===== config.mk =====
export PLATFORM = sky130hd
export DESIGN_NAME = one_lane_signal_controller
export DESIGN_NICKNAME = d
export VERILOG_FILES = /design/src/sv/ols_pkg.sv /design/src/sv/one_lane_signal_controller.sv /design/src/sv/ols_step.sv
export SDC_FILE = /design/constraint.sdc
export NUM_CORES = 1
export LEC_CHECK = 0
export CORE_MARGIN = 10
export CORE_UTILIZATION = 60
export CTS_BUF_LIST = sky130_fd_sc_hd__clkbuf_8
export DETAILED_ROUTE_END_ITERATION = 12
export DONT_BUFFER_PORTS = 1
export PLACE_DENSITY_LB_ADDON = 0.3
export SYNTH_ARGS = -nofsm -noshare
export SYNTH_HDL_FRONTEND = slang
export SYNTH_SLANG_ARGS = --single-unit

===== constraint.sdc =====
create_clock -name clk -period 5.29 [get_ports clk]
set_input_delay 0.529 -clock clk [delete_from_list [all_inputs] [get_ports clk]]
set_output_delay 0.529 -clock clk [all_outputs]
set_load 0.02 [all_outputs]

===== src/sv/ols_pkg.sv =====
// ols_pkg: shared types, constants and register codes for the one-lane signal controller.
// Used by ols_step, one_lane_signal_controller and ols_checker; depends on nothing.

package ols_pkg;

	// Width of the elapsed-seconds and passed-cars counters (4 to 16).
	localparam int COUNT_BITS = 8;
	localparam int LIMIT_BITS = 8;
	localparam int CMP_BITS   = (COUNT_BITS > LIMIT_BITS) ? COUNT_BITS : LIMIT_BITS;

	localparam int CARS_BITS  = 4;
	localparam int IN_BYTES   = 1;
	localparam int OUT_BYTES  = 1;
	localparam int CFG_IDX_W  = 3;
	localparam int CFG_DATA_W = 8;

	typedef logic [COUNT_BITS-1:0] cnt_t;
	typedef logic [COUNT_BITS:0]   cnt_sum_t;
	typedef logic [CMP_BITS-1:0]   cmp_t;
	typedef logic [LIMIT_BITS-1:0] limit_t;

	localparam cnt_t CNT_MAX = '1;

	// Operating modes; code 3 behaves as free-for-all.
	localparam logic [1:0] MODE_FREE  = 2'd0;
	localparam logic [1:0] MODE_TIMED = 2'd1;
	localparam logic [1:0] MODE_QUOTA = 2'd2;

	// Configuration register indexes.
	localparam logic [CFG_IDX_W-1:0] REG_MODE        = 3'd0;
	localparam logic [CFG_IDX_W-1:0] REG_EAST_SECS   = 3'd1;
	localparam logic [CFG_IDX_W-1:0] REG_WEST_SECS   = 3'd2;
	localparam logic [CFG_IDX_W-1:0] REG_EAST_QUOTA  = 3'd3;
	localparam logic [CFG_IDX_W-1:0] REG_WEST_QUOTA  = 3'd4;

	localparam logic [1:0] MODE_RST   = MODE_TIMED;
	localparam limit_t     SECS_RST   = 8'd10;
	localparam limit_t     QUOTA_RST  = 8'd5;

	localparam logic DIR_EAST = 1'b0;

	typedef struct packed {
		logic [1:0] mode;
		limit_t     east_green_seconds;
		limit_t     west_green_seconds;
		limit_t     east_car_quota;
		limit_t     west_car_quota;
	} cfg_t;

	typedef struct packed {
		logic direction;
		logic drain;
		cnt_t elapsed;
		cnt_t passed;
	} state_t;

	typedef struct packed {
		logic                 passage_empty;
		logic [CARS_BITS-1:0] cars_passed;
		logic                 ambulance_waiting_west;
		logic                 ambulance_waiting_east;
	} item_t;

	typedef struct packed {
		logic preempted;
		logic count_cleared;
		logic controlled;
		logic draining;
		logic direction;
	} result_t;

endpackage


===== src/sv/one_lane_signal_controller.sv =====
// Channel   Dir  Width  Contents (lowest bit first)
// s_axis    in   8      ambulance_waiting_east, ambulance_waiting_west, cars_passed[3:0],
//                       passage_empty, unused
// m_axis    out  8      direction, draining, controlled, count_cleared, preempted, zeros
// cfg       in   3+8    cfg_we, cfg_index, cfg_data; no read-back
//
// One item per cycle sustained while the output is not stalled.
// A tick is captured in an input register, stepped through ols_step, and the result
// lands in an output register while the controller state updates in the same edge.
// A stalled output holds its result and the input register; s_axis_tready follows.
// arst_n clears the valid flags and the controller state and loads the config registers' reset values.

module one_lane_signal_controller (
	input  logic                           clk,
	input  logic                           arst_n,
	input  logic                           s_axis_tvalid,
	output logic                           s_axis_tready,
	// ambulance_waiting_east, ambulance_waiting_west, cars_passed, passage_empty, pad
	input  logic [8*ols_pkg::IN_BYTES-1:0] s_axis_tdata,
	output logic                           m_axis_tvalid,
	input  logic                           m_axis_tready,
	// direction, draining, controlled, count_cleared, preempted, pad
	output logic [8*ols_pkg::OUT_BYTES-1:0] m_axis_tdata,
	input  logic                           cfg_we,
	input  logic [ols_pkg::CFG_IDX_W-1:0]  cfg_index,
	input  logic [ols_pkg::CFG_DATA_W-1:0] cfg_data
);

	ols_pkg::cfg_t    cfg_q;
	ols_pkg::state_t  state_q;
	ols_pkg::state_t  state_nxt;
	ols_pkg::item_t   item_s1;
	logic             valid_s1;
	ols_pkg::result_t res_nxt;
	ols_pkg::result_t result_q;
	logic             out_valid_q;
	logic             advance;

	assign advance       = valid_s1 && (!out_valid_q || m_axis_tready);
	assign s_axis_tready = !valid_s1 || advance;

	always_ff @(posedge clk or negedge arst_n) begin
		if (!arst_n) begin
			cfg_q.mode               <= ols_pkg::MODE_RST;
			cfg_q.east_green_seconds <= ols_pkg::SECS_RST;
			cfg_q.west_green_seconds <= ols_pkg::SECS_RST;
			cfg_q.east_car_quota     <= ols_pkg::QUOTA_RST;
			cfg_q.west_car_quota     <= ols_pkg::QUOTA_RST;
		end else if (cfg_we) begin
			case (cfg_index)
				ols_pkg::REG_MODE:       cfg_q.mode               <= cfg_data[1:0];
				ols_pkg::REG_EAST_SECS:  cfg_q.east_green_seconds <= cfg_data;
				ols_pkg::REG_WEST_SECS:  cfg_q.west_green_seconds <= cfg_data;
				ols_pkg::REG_EAST_QUOTA: cfg_q.east_car_quota     <= cfg_data;
				ols_pkg::REG_WEST_QUOTA: cfg_q.west_car_quota     <= cfg_data;
				default: ;
			endcase
		end
	end

	// input stage
	always_ff @(posedge clk or negedge arst_n) begin
		if (!arst_n) begin
			valid_s1 <= 1'b0;
		end else if (s_axis_tready) begin
			valid_s1 <= s_axis_tvalid;
		end
	end

	always_ff @(posedge clk) begin
		if (s_axis_tvalid && s_axis_tready) begin
			item_s1 <= ols_pkg::item_t'(s_axis_tdata[$bits(ols_pkg::item_t)-1:0]);
		end
	end

	ols_step u_step (
		.st   (state_q),
		.cfg  (cfg_q),
		.item (item_s1),
		.nxt  (state_nxt),
		.res  (res_nxt)
	);

	always_ff @(posedge clk or negedge arst_n) begin
		if (!arst_n) begin
			state_q.direction <= ols_pkg::DIR_EAST;
			state_q.drain     <= 1'b0;
			state_q.elapsed   <= '0;
			state_q.passed    <= '0;
		end else if (advance) begin
			state_q <= state_nxt;
		end
	end

	// result stage
	always_ff @(posedge clk or negedge arst_n) begin
		if (!arst_n) begin
			out_valid_q <= 1'b0;
		end else if (advance) begin
			out_valid_q <= 1'b1;
		end else if (m_axis_tready) begin
			out_valid_q <= 1'b0;
		end
	end

	always_ff @(posedge clk) begin
		if (advance) begin
			result_q <= res_nxt;
		end
	end

	assign m_axis_tvalid = out_valid_q;
	assign m_axis_tdata  = {{(8*ols_pkg::OUT_BYTES - $bits(ols_pkg::result_t)){1'b0}}, result_q};

endmodule


===== src/sv/ols_step.sv =====
// ols_step: combinational next-state and result logic for one tick snapshot.
// Depends on ols_pkg for the state, config, item and result types.

module ols_step (
	input  ols_pkg::state_t  st,
	input  ols_pkg::cfg_t    cfg,
	input  ols_pkg::item_t   item,
	output ols_pkg::state_t  nxt,
	output ols_pkg::result_t res
);

	always_comb begin
		logic              ctrl;
		logic              opp_amb;
		logic              phase_end;
		logic              preempt;
		logic              cleared;
		ols_pkg::limit_t   lim;
		ols_pkg::cnt_sum_t sum;
		ols_pkg::cnt_t     cnt_sat;

		nxt       = st;
		ctrl      = (cfg.mode == ols_pkg::MODE_TIMED) || (cfg.mode == ols_pkg::MODE_QUOTA);
		opp_amb   = st.direction ? item.ambulance_waiting_east : item.ambulance_waiting_west;
		phase_end = 1'b0;
		preempt   = 1'b0;
		cleared   = 1'b0;
		lim       = '0;
		sum       = '0;
		cnt_sat   = '0;

		if (ctrl) begin
			if (st.drain) begin
				// flip once the passage has cleared
				if (item.passage_empty) begin
					nxt.direction = ~st.direction;
					nxt.drain     = 1'b0;
					nxt.elapsed   = '0;
					nxt.passed    = '0;
				end
			end else if (cfg.mode == ols_pkg::MODE_TIMED) begin
				lim = st.direction ? cfg.west_green_seconds : cfg.east_green_seconds;
				if (lim == '0) begin
					phase_end = 1'b1;
				end else begin
					sum         = ols_pkg::cnt_sum_t'(st.elapsed) + ols_pkg::cnt_sum_t'(1'b1);
					cnt_sat     = sum[ols_pkg::COUNT_BITS] ? ols_pkg::CNT_MAX
						: sum[ols_pkg::COUNT_BITS-1:0];
					nxt.elapsed = cnt_sat;
					if (opp_amb) begin
						phase_end = 1'b1;
						preempt   = 1'b1;
					end else if ((ols_pkg::cmp_t'(cnt_sat) >= ols_pkg::cmp_t'(lim))
						|| (cnt_sat == ols_pkg::CNT_MAX)) begin
						phase_end = 1'b1;
					end
				end
			end else begin
				lim = st.direction ? cfg.west_car_quota : cfg.east_car_quota;
				if (lim == '0) begin
					phase_end = 1'b1;
				end else if (opp_amb) begin
					phase_end = 1'b1;
					preempt   = 1'b1;
				end else begin
					sum        = ols_pkg::cnt_sum_t'(st.passed)
						+ ols_pkg::cnt_sum_t'(item.cars_passed);
					cnt_sat    = sum[ols_pkg::COUNT_BITS] ? ols_pkg::CNT_MAX
						: sum[ols_pkg::COUNT_BITS-1:0];
					nxt.passed = cnt_sat;
					if ((ols_pkg::cmp_t'(cnt_sat) >= ols_pkg::cmp_t'(lim))
						|| (cnt_sat == ols_pkg::CNT_MAX)) begin
						phase_end = 1'b1;
					end
				end
				// every quota phase end drops the pass count
				if (phase_end) begin
					cleared    = 1'b1;
					nxt.passed = '0;
				end
			end
			if (phase_end) begin
				nxt.drain = 1'b1;
			end
		end

		res.direction     = nxt.direction;
		res.draining      = nxt.drain;
		res.controlled    = ctrl;
		res.count_cleared = cleared;
		res.preempted     = preempt;
	end

endmodule


==> flow_summary_export.csv, run 1 <==
group,metric,value,unit
sta,finalSetupTns,0,ps
worst_setup_path,reg2reg_depth,12,
placed_design,numPortBuffers,0,
placed_design,place_area,3910,µm²
clocking,clock_sinks,66,
sta,maxSlewHeadroom,24.3,%
worst_setup_path,critical_path.top_delay_family,"compound AO/OA/AOI/OAI gates",
yosys,yosys-top-cells-area,"dfrtp_1, mux2_2, edfxtp_1, ha_1, dfstp_2",
min_path,hold_class,"in -> async",
worst_setup_path,cp_max_fo,8,
yosys,ys_warn_count,0,
detailed_routing,drt-total-wl,8040,µm
sta,max_freq,0.270,GHz
finish,antenna_cells,0,
pwr,powerDensity,478,nW/µm²
yosys,synthArstFlopShare,81.8,%
worst_setup_path,worst_path_most_repeated_cell,"ha_1",
worst_setup_path,required,5560,ps
yosys,synth_top_area_cell,"dfrtp_1",
worst_setup_path,path_depth,12,
finish,final_cell_mix,"dfrtp_1, mux2_2, nand2_1",
clocking,clock_latency,350,ps
global_route,grt_pass1_wl,13200,µm
sta,slew_violations,0,
pwr,power.total,1.99,mW
pwr,leakage,1.79,nW
placed_design,pre_cts_ws,1550,ps
die,dieWidth,100,µm
yosys,synth_edf_count,12,
yosys,ys_seq_elements,66,
global_route,antenna_found_initial,0,
placed_design,dp.final_hpwl,5790,µm
clocking,cts_buffer_depth,2,
pwr,ir_drop,0.000324,V
sta,hold_violations,0,
finish,final-seq-area,1720,µm²
sta,tightest_slew,1130,ps
sta,timing.final.crit_share,70.1,%
clocking,cts_resized,0,
yosys,netlist_area,3880,µm²
detailed_routing,ant_nets,0,
worst_setup_path,crit_arrival,3980,ps
detailed_routing,drcViolationCount,0,
sta,fin_skew,16.4,ps
sta,setup_slack,1580,ps
clocking,cts_made_buffers,9,
global_route,grt_max_degree,46,
detailed_routing,vias,2644,
finish,fill_cells,504,
clocking,ctsHoldBuffers,1,
sta,period_minus_slack,3710,ps
finish,syn2layout_area_growth,7.68,%
clocking,cts_tree,"built",
clocking,clk_pin_slew,70,ps
die,core,6310,µm²
worst_setup_path,crit_slowest_cell,"fa_1",
clocking,h-tree-depth,3,
yosys,yosys.cell_types.count,63,
detailed_routing,wl_met2,3620,µm
die,fp-row-count,29,
worst_setup_path,crit_chain,"ha_1 > fa_1 > a211oi_2 > or3_1 > nand2b_1 > ha_1 > a21o_1 > a31oi_1 > o21ai_1 > a311o_2 > a211oi_4 > a22o_1",
die,start_util,61.4,%
detailed_routing,route.met3.wl,627,µm
yosys,synth_top_area_share,29.1,%
finish,multi_input_area,2050,µm²
sta,final-setup-viol-count,0,
finish,layout.nets,397,
detailed_routing,drt-pass1-iter-count,4,
worst_setup_path,crit_type,"reg -> reg",
sta,rsz0062_at_grt,"false",
worst_setup_path,slowest_delay,470,ps
detailed_routing,met1Wirelength,3750,µm
global_route,grt_overflow_total,0,
finish,final_cell_area,4170,µm²
finish,layout-drive-gt1-share,21.4,%
die,die_area,10100,µm²
worst_setup_path,cp-start-kind,"flip-flop",
worst_setup_path,worst-path-buf-inv,0,
status,status,"finished clean",
detailed_routing,drt_iter0_drc,66,
yosys,avgSynthCellArea,11.1,µm²
yosys,synthFlopType,"dfrtp_1",
global_route,groute.usage.overall,16.5,%
clocking,clockRootBuffer,"clkbuf_8",
yosys,synth_cells,348,
detailed_routing,detail_route.wl_per_cell,18.6,µm
yosys,yosysSeqAreaShare,44.4,%
die,die_h,100,µm
die,io_pins,34,
placed_design,place.gp.congestion,0.897,
detailed_routing,vias_per_cell,6.12,
detailed_routing,maxUsedRoutingLayer,"met4",
global_route,grt_pass1_vias,2625,
job,maxCapViolations,0,
finish,final_util,66.1,%
finish,final_common_cell,"dfrtp_1",
worst_setup_path,end_kind,"flip-flop",
clocking,post-cts-setup-buffers,0,
## report_power, final
group | internal [mW] | total, mW | switching [mW]
clock network | 0.279 | 0.479 | 0.200
registers | 0.647 | 0.795 | 0.148
logic | 0.361 | 0.721 | 0.360
total | 1.29 | 1.99 | 0.707
## registers in the layout, indices dropped and copies added, names as in the netlist
| signal | flops |
|---|---|
| cfg_q | 34 |
| item_s1 | 7 |
| m_axis_tvalid | 1 |
| m_axis_tdata | 5 |
| state_q | 18 |
| valid_s1 | 1 |
## per-layer routing
metal	track usage [%]	vias to the layer above
met1	21.9	1272
li1	-	1302
met4	4.78	0
met2	24.7	65
met3	6.04	5
met5	0	-
## metrics by stage
| stage | hold WS [ps] | instances |
|---|---|---|
| 2_1_floorplan | 233 | 350 |
| 3_3_place_gp | 236 | 414 |
| 3_5_place_dp | 236 | 414 |
| 4_1_cts | 7.82 | 431 |
| 5_1_grt | 7.99 | 432 |
| 6_report | 27.7 | 432 |
## path summary, 6_finish.rpt
path                       slack, ps                      to                   start
max                             1580  state_q[5]$_DFFE_PN0P_  state_q[0]$_DFFE_PN0P_
min                               30   cfg_q[32]$_DFFE_PN1P_                  arst_n
max reg2reg                     1580  state_q[5]$_DFFE_PN0P_  state_q[0]$_DFFE_PN0P_
min reg2reg                      510  state_q[3]$_DFFE_PN0P_  state_q[3]$_DFFE_PN0P_
max in group asynchronous       4550   cfg_q[25]$_DFFE_PN1P_                  arst_n
min in group clk                 280    item_s1[1]$_DFFE_PP_         s_axis_tdata[1]
## kinds of logic after synthesis
family / after synthesis / share of synthesized area (%)
mux: 57 / 16.1
fa+ha+maj: 24 / 7.88
buf+inv: 22 / 2.78
simple gates: 104 / 14.3
other cells: 1 / 0.0967
xor+xnor: 8 / 1.81
compound gates: 66 / 12.7
flops: 66 / 44.4
## synthesized netlist by cell type, types with 8 or more instances
cell type / instances
nor3_1: 8
mux2_2: 37
ha_1: 22
nand3_1: 9
a22o_1: 8
mux2i_1: 15
a21oi_1: 20
nor2_1: 18
inv_1: 8
edfxtp_1: 12
dfrtp_1: 45
nand2_1: 25
dfstp_2: 9
nand2b_1: 14
## cell type report
type | count | area share [%]
clock inverters | 6 | 2.13
inverters | 8 | 0.719
flip-flops and latches | 66 | 41.3
clock buffers | 10 | 3.30
repair buffers | 3 | 1.08
multi-input cells | 262 | 49.2
well taps | 77 | 2.31
No activity file was read; power rests on OpenSTA's default activity.
==> inputs of run 2 (changes only) <==
clock period = 3.6 ns   (was 5.29 ns; I/O delays follow)
==> run 2 against run 1 <==
Combinational power rose by 60%. Sequential power rose by 46%. Register-to-register slack got worse by 1500 ps. Die area did not move. Critical path type unchanged. Clock skew barely moved. Core utilization rose by 1.6 points. Largest cell class unchanged. Sequential cell count did not move. Power rose by 50%. Clock power rose by 44%.
==> flow_summary_export.csv, run 2 (same netlist as run 1, synthesis figures left out) <==
group,metric,value,unit
status,status,"finished clean",
detailed_routing,drt_iter0_drc,108,
finish,layout.nets,408,
placed_design,numPortBuffers,0,
clocking,clk_pin_slew,80,ps
die,die_h,100,µm
placed_design,place.gp.congestion,0.902,
die,io_pins,34,
global_route,antenna_found_initial,0,
sta,period_minus_slack,3470,ps
sta,finalSetupTns,0,ps
clocking,cts_tree,"built",
worst_setup_path,crit_type,"reg -> reg",
global_route,grt_overflow_total,0,
global_route,grt_pass1_vias,2740,
placed_design,dp.final_hpwl,6100,µm
global_route,grt_max_degree,55,
finish,largest_register,"cfg_q",
worst_setup_path,end_kind,"flip-flop",
die,core,6310,µm²
pwr,leakage,1.84,nW
detailed_routing,drt-total-wl,8410,µm
sta,tightest_slew,1180,ps
finish,largest_reg_flops,34,
finish,antenna_cells,0,
die,start_util,61.4,%
job,maxCapViolations,0,
clocking,clock_latency,360,ps
global_route,groute.usage.overall,16.9,%
worst_setup_path,required,3880,ps
detailed_routing,drt-pass1-iter-count,4,
finish,final_util,67.7,%
detailed_routing,vias,2761,
finish,syn2layout_area_growth,10.3,%
sta,final-setup-viol-count,0,
finish,layout-drive-gt1-share,24.3,%
sta,max_freq,0.288,GHz
sta,rsz0062_at_grt,"false",
finish,final_cell_mix,"dfrtp_1, mux2_2, nand2_1",
clocking,cts_made_buffers,9,
clocking,clock_sinks,66,
sta,fin_skew,16.7,ps
min_path,hold_class,"in -> reg",
pwr,ir_drop,0.000591,V
die,fp-row-count,29,
finish,final_common_cell,"dfrtp_1",
sta,holdWs,90.6,ps
finish,reg.largest.list,"cfg_q x34, state_q x18, item_s1 x7",
die,dieWidth,100,µm
detailed_routing,detail_route.wl_per_cell,19.0,µm
die,die_area,10100,µm²
clocking,h-tree-depth,3,
sta,slew_violations,0,
clocking,cts_buffer_depth,2,
worst_setup_path,cp_max_fo,4,
worst_setup_path,crit_arrival,3750,ps
pwr,powerDensity,701,nW/µm²
worst_setup_path,cp-start-kind,"flip-flop",
sta,maxSlewHeadroom,20.7,%
detailed_routing,vias_per_cell,6.23,
sta,hold_violations,0,
detailed_routing,drcViolationCount,0,
clocking,clockRootBuffer,"clkbuf_8",
global_route,grt_pass1_wl,13600,µm
sta,timing.final.crit_share,96.5,%
detailed_routing,ant_nets,0,
==> run 2: metrics by stage <==
stage	cells	worst slack (ps)	power [mW]	instance area, µm²
after global placement	424	95.0	2.21	3990
after floorplan	350	223	2.01	3880
after CTS	442	31.4	2.99	4240
after global routing	443	10.8	3.20	4270
final	443	125	3.00	4270
after detailed placement	424	18.4	2.27	3990
==> run 2: power by group <==
part / total [mW] / internal [mW] / switching [mW]
registers: 1.16 / 0.951 / 0.205
clock network: 0.689 / 0.390 / 0.300
logic: 1.15 / 0.578 / 0.574
total: 3.00 / 1.92 / 1.08
==> run 2: critical path, cell delays in order (launching register included) <==
cell      delay [ps]
dfrtp_1          390
ha_2             210
fa_2             420
a211o_1          300
o41a_1           420
o31ai_2           90
inv_1            100
ha_1             320
a21oi_1          150
nand2_1           60
a311o_2          410
a211oi_4         230
buf_6            150
a22o_1           140
==> run 2: final timing paths <==
kind | slack [ps] | depth (start not counted) | start | to
max in group asynchronous | 2780 | 2 | arst_n | cfg_q[10]$_DFFE_PN1P_
min | 90 | 0 | s_axis_tdata[0] | item_s1[0]$_DFFE_PP_
min reg2reg | 520 | 1 | state_q[3]$_DFFE_PN0P_ | state_q[3]$_DFFE_PN0P_
max reg2reg | 130 | 13 | state_q[0]$_DFFE_PN0P_ | state_q[1]$_DFFE_PN0P_
min in group asynchronous | 520 | 2 | arst_n | state_q[8]$_DFFE_PN0P_
max | 130 | 13 | state_q[0]$_DFFE_PN0P_ | state_q[1]$_DFFE_PN0P_
==> run 2: timing repair <==
item | 4_1_cts | 5_1_grt
pin swaps | 1 | 4
gates resized for setup | 0 | 6
endpoints found under the hold margin | 54 | 0
setup buffers | 0 | 1
endpoints found under the setup margin | 1 | 10
hold buffers | 2 | 0
==> run 2: area by class of cell <==
type	instances	area, µm²
clock buffer	9	124
clock inverter	7	95.1
fill	490	2040
inverter	8	30.0
multi-input combinational	262	2070
sequential	66	1720
tap	77	96.3
timing repair buffer	14	135
==> run 2: per-layer routing <==
metal  vias up  wire length, µm  GRT usage (%)
li1       1316                -              -
met1      1368             3810           21.2
met2        65             3940           26.2
met3        12              548           6.46
met4         0              113           5.76
met5         -                0              0
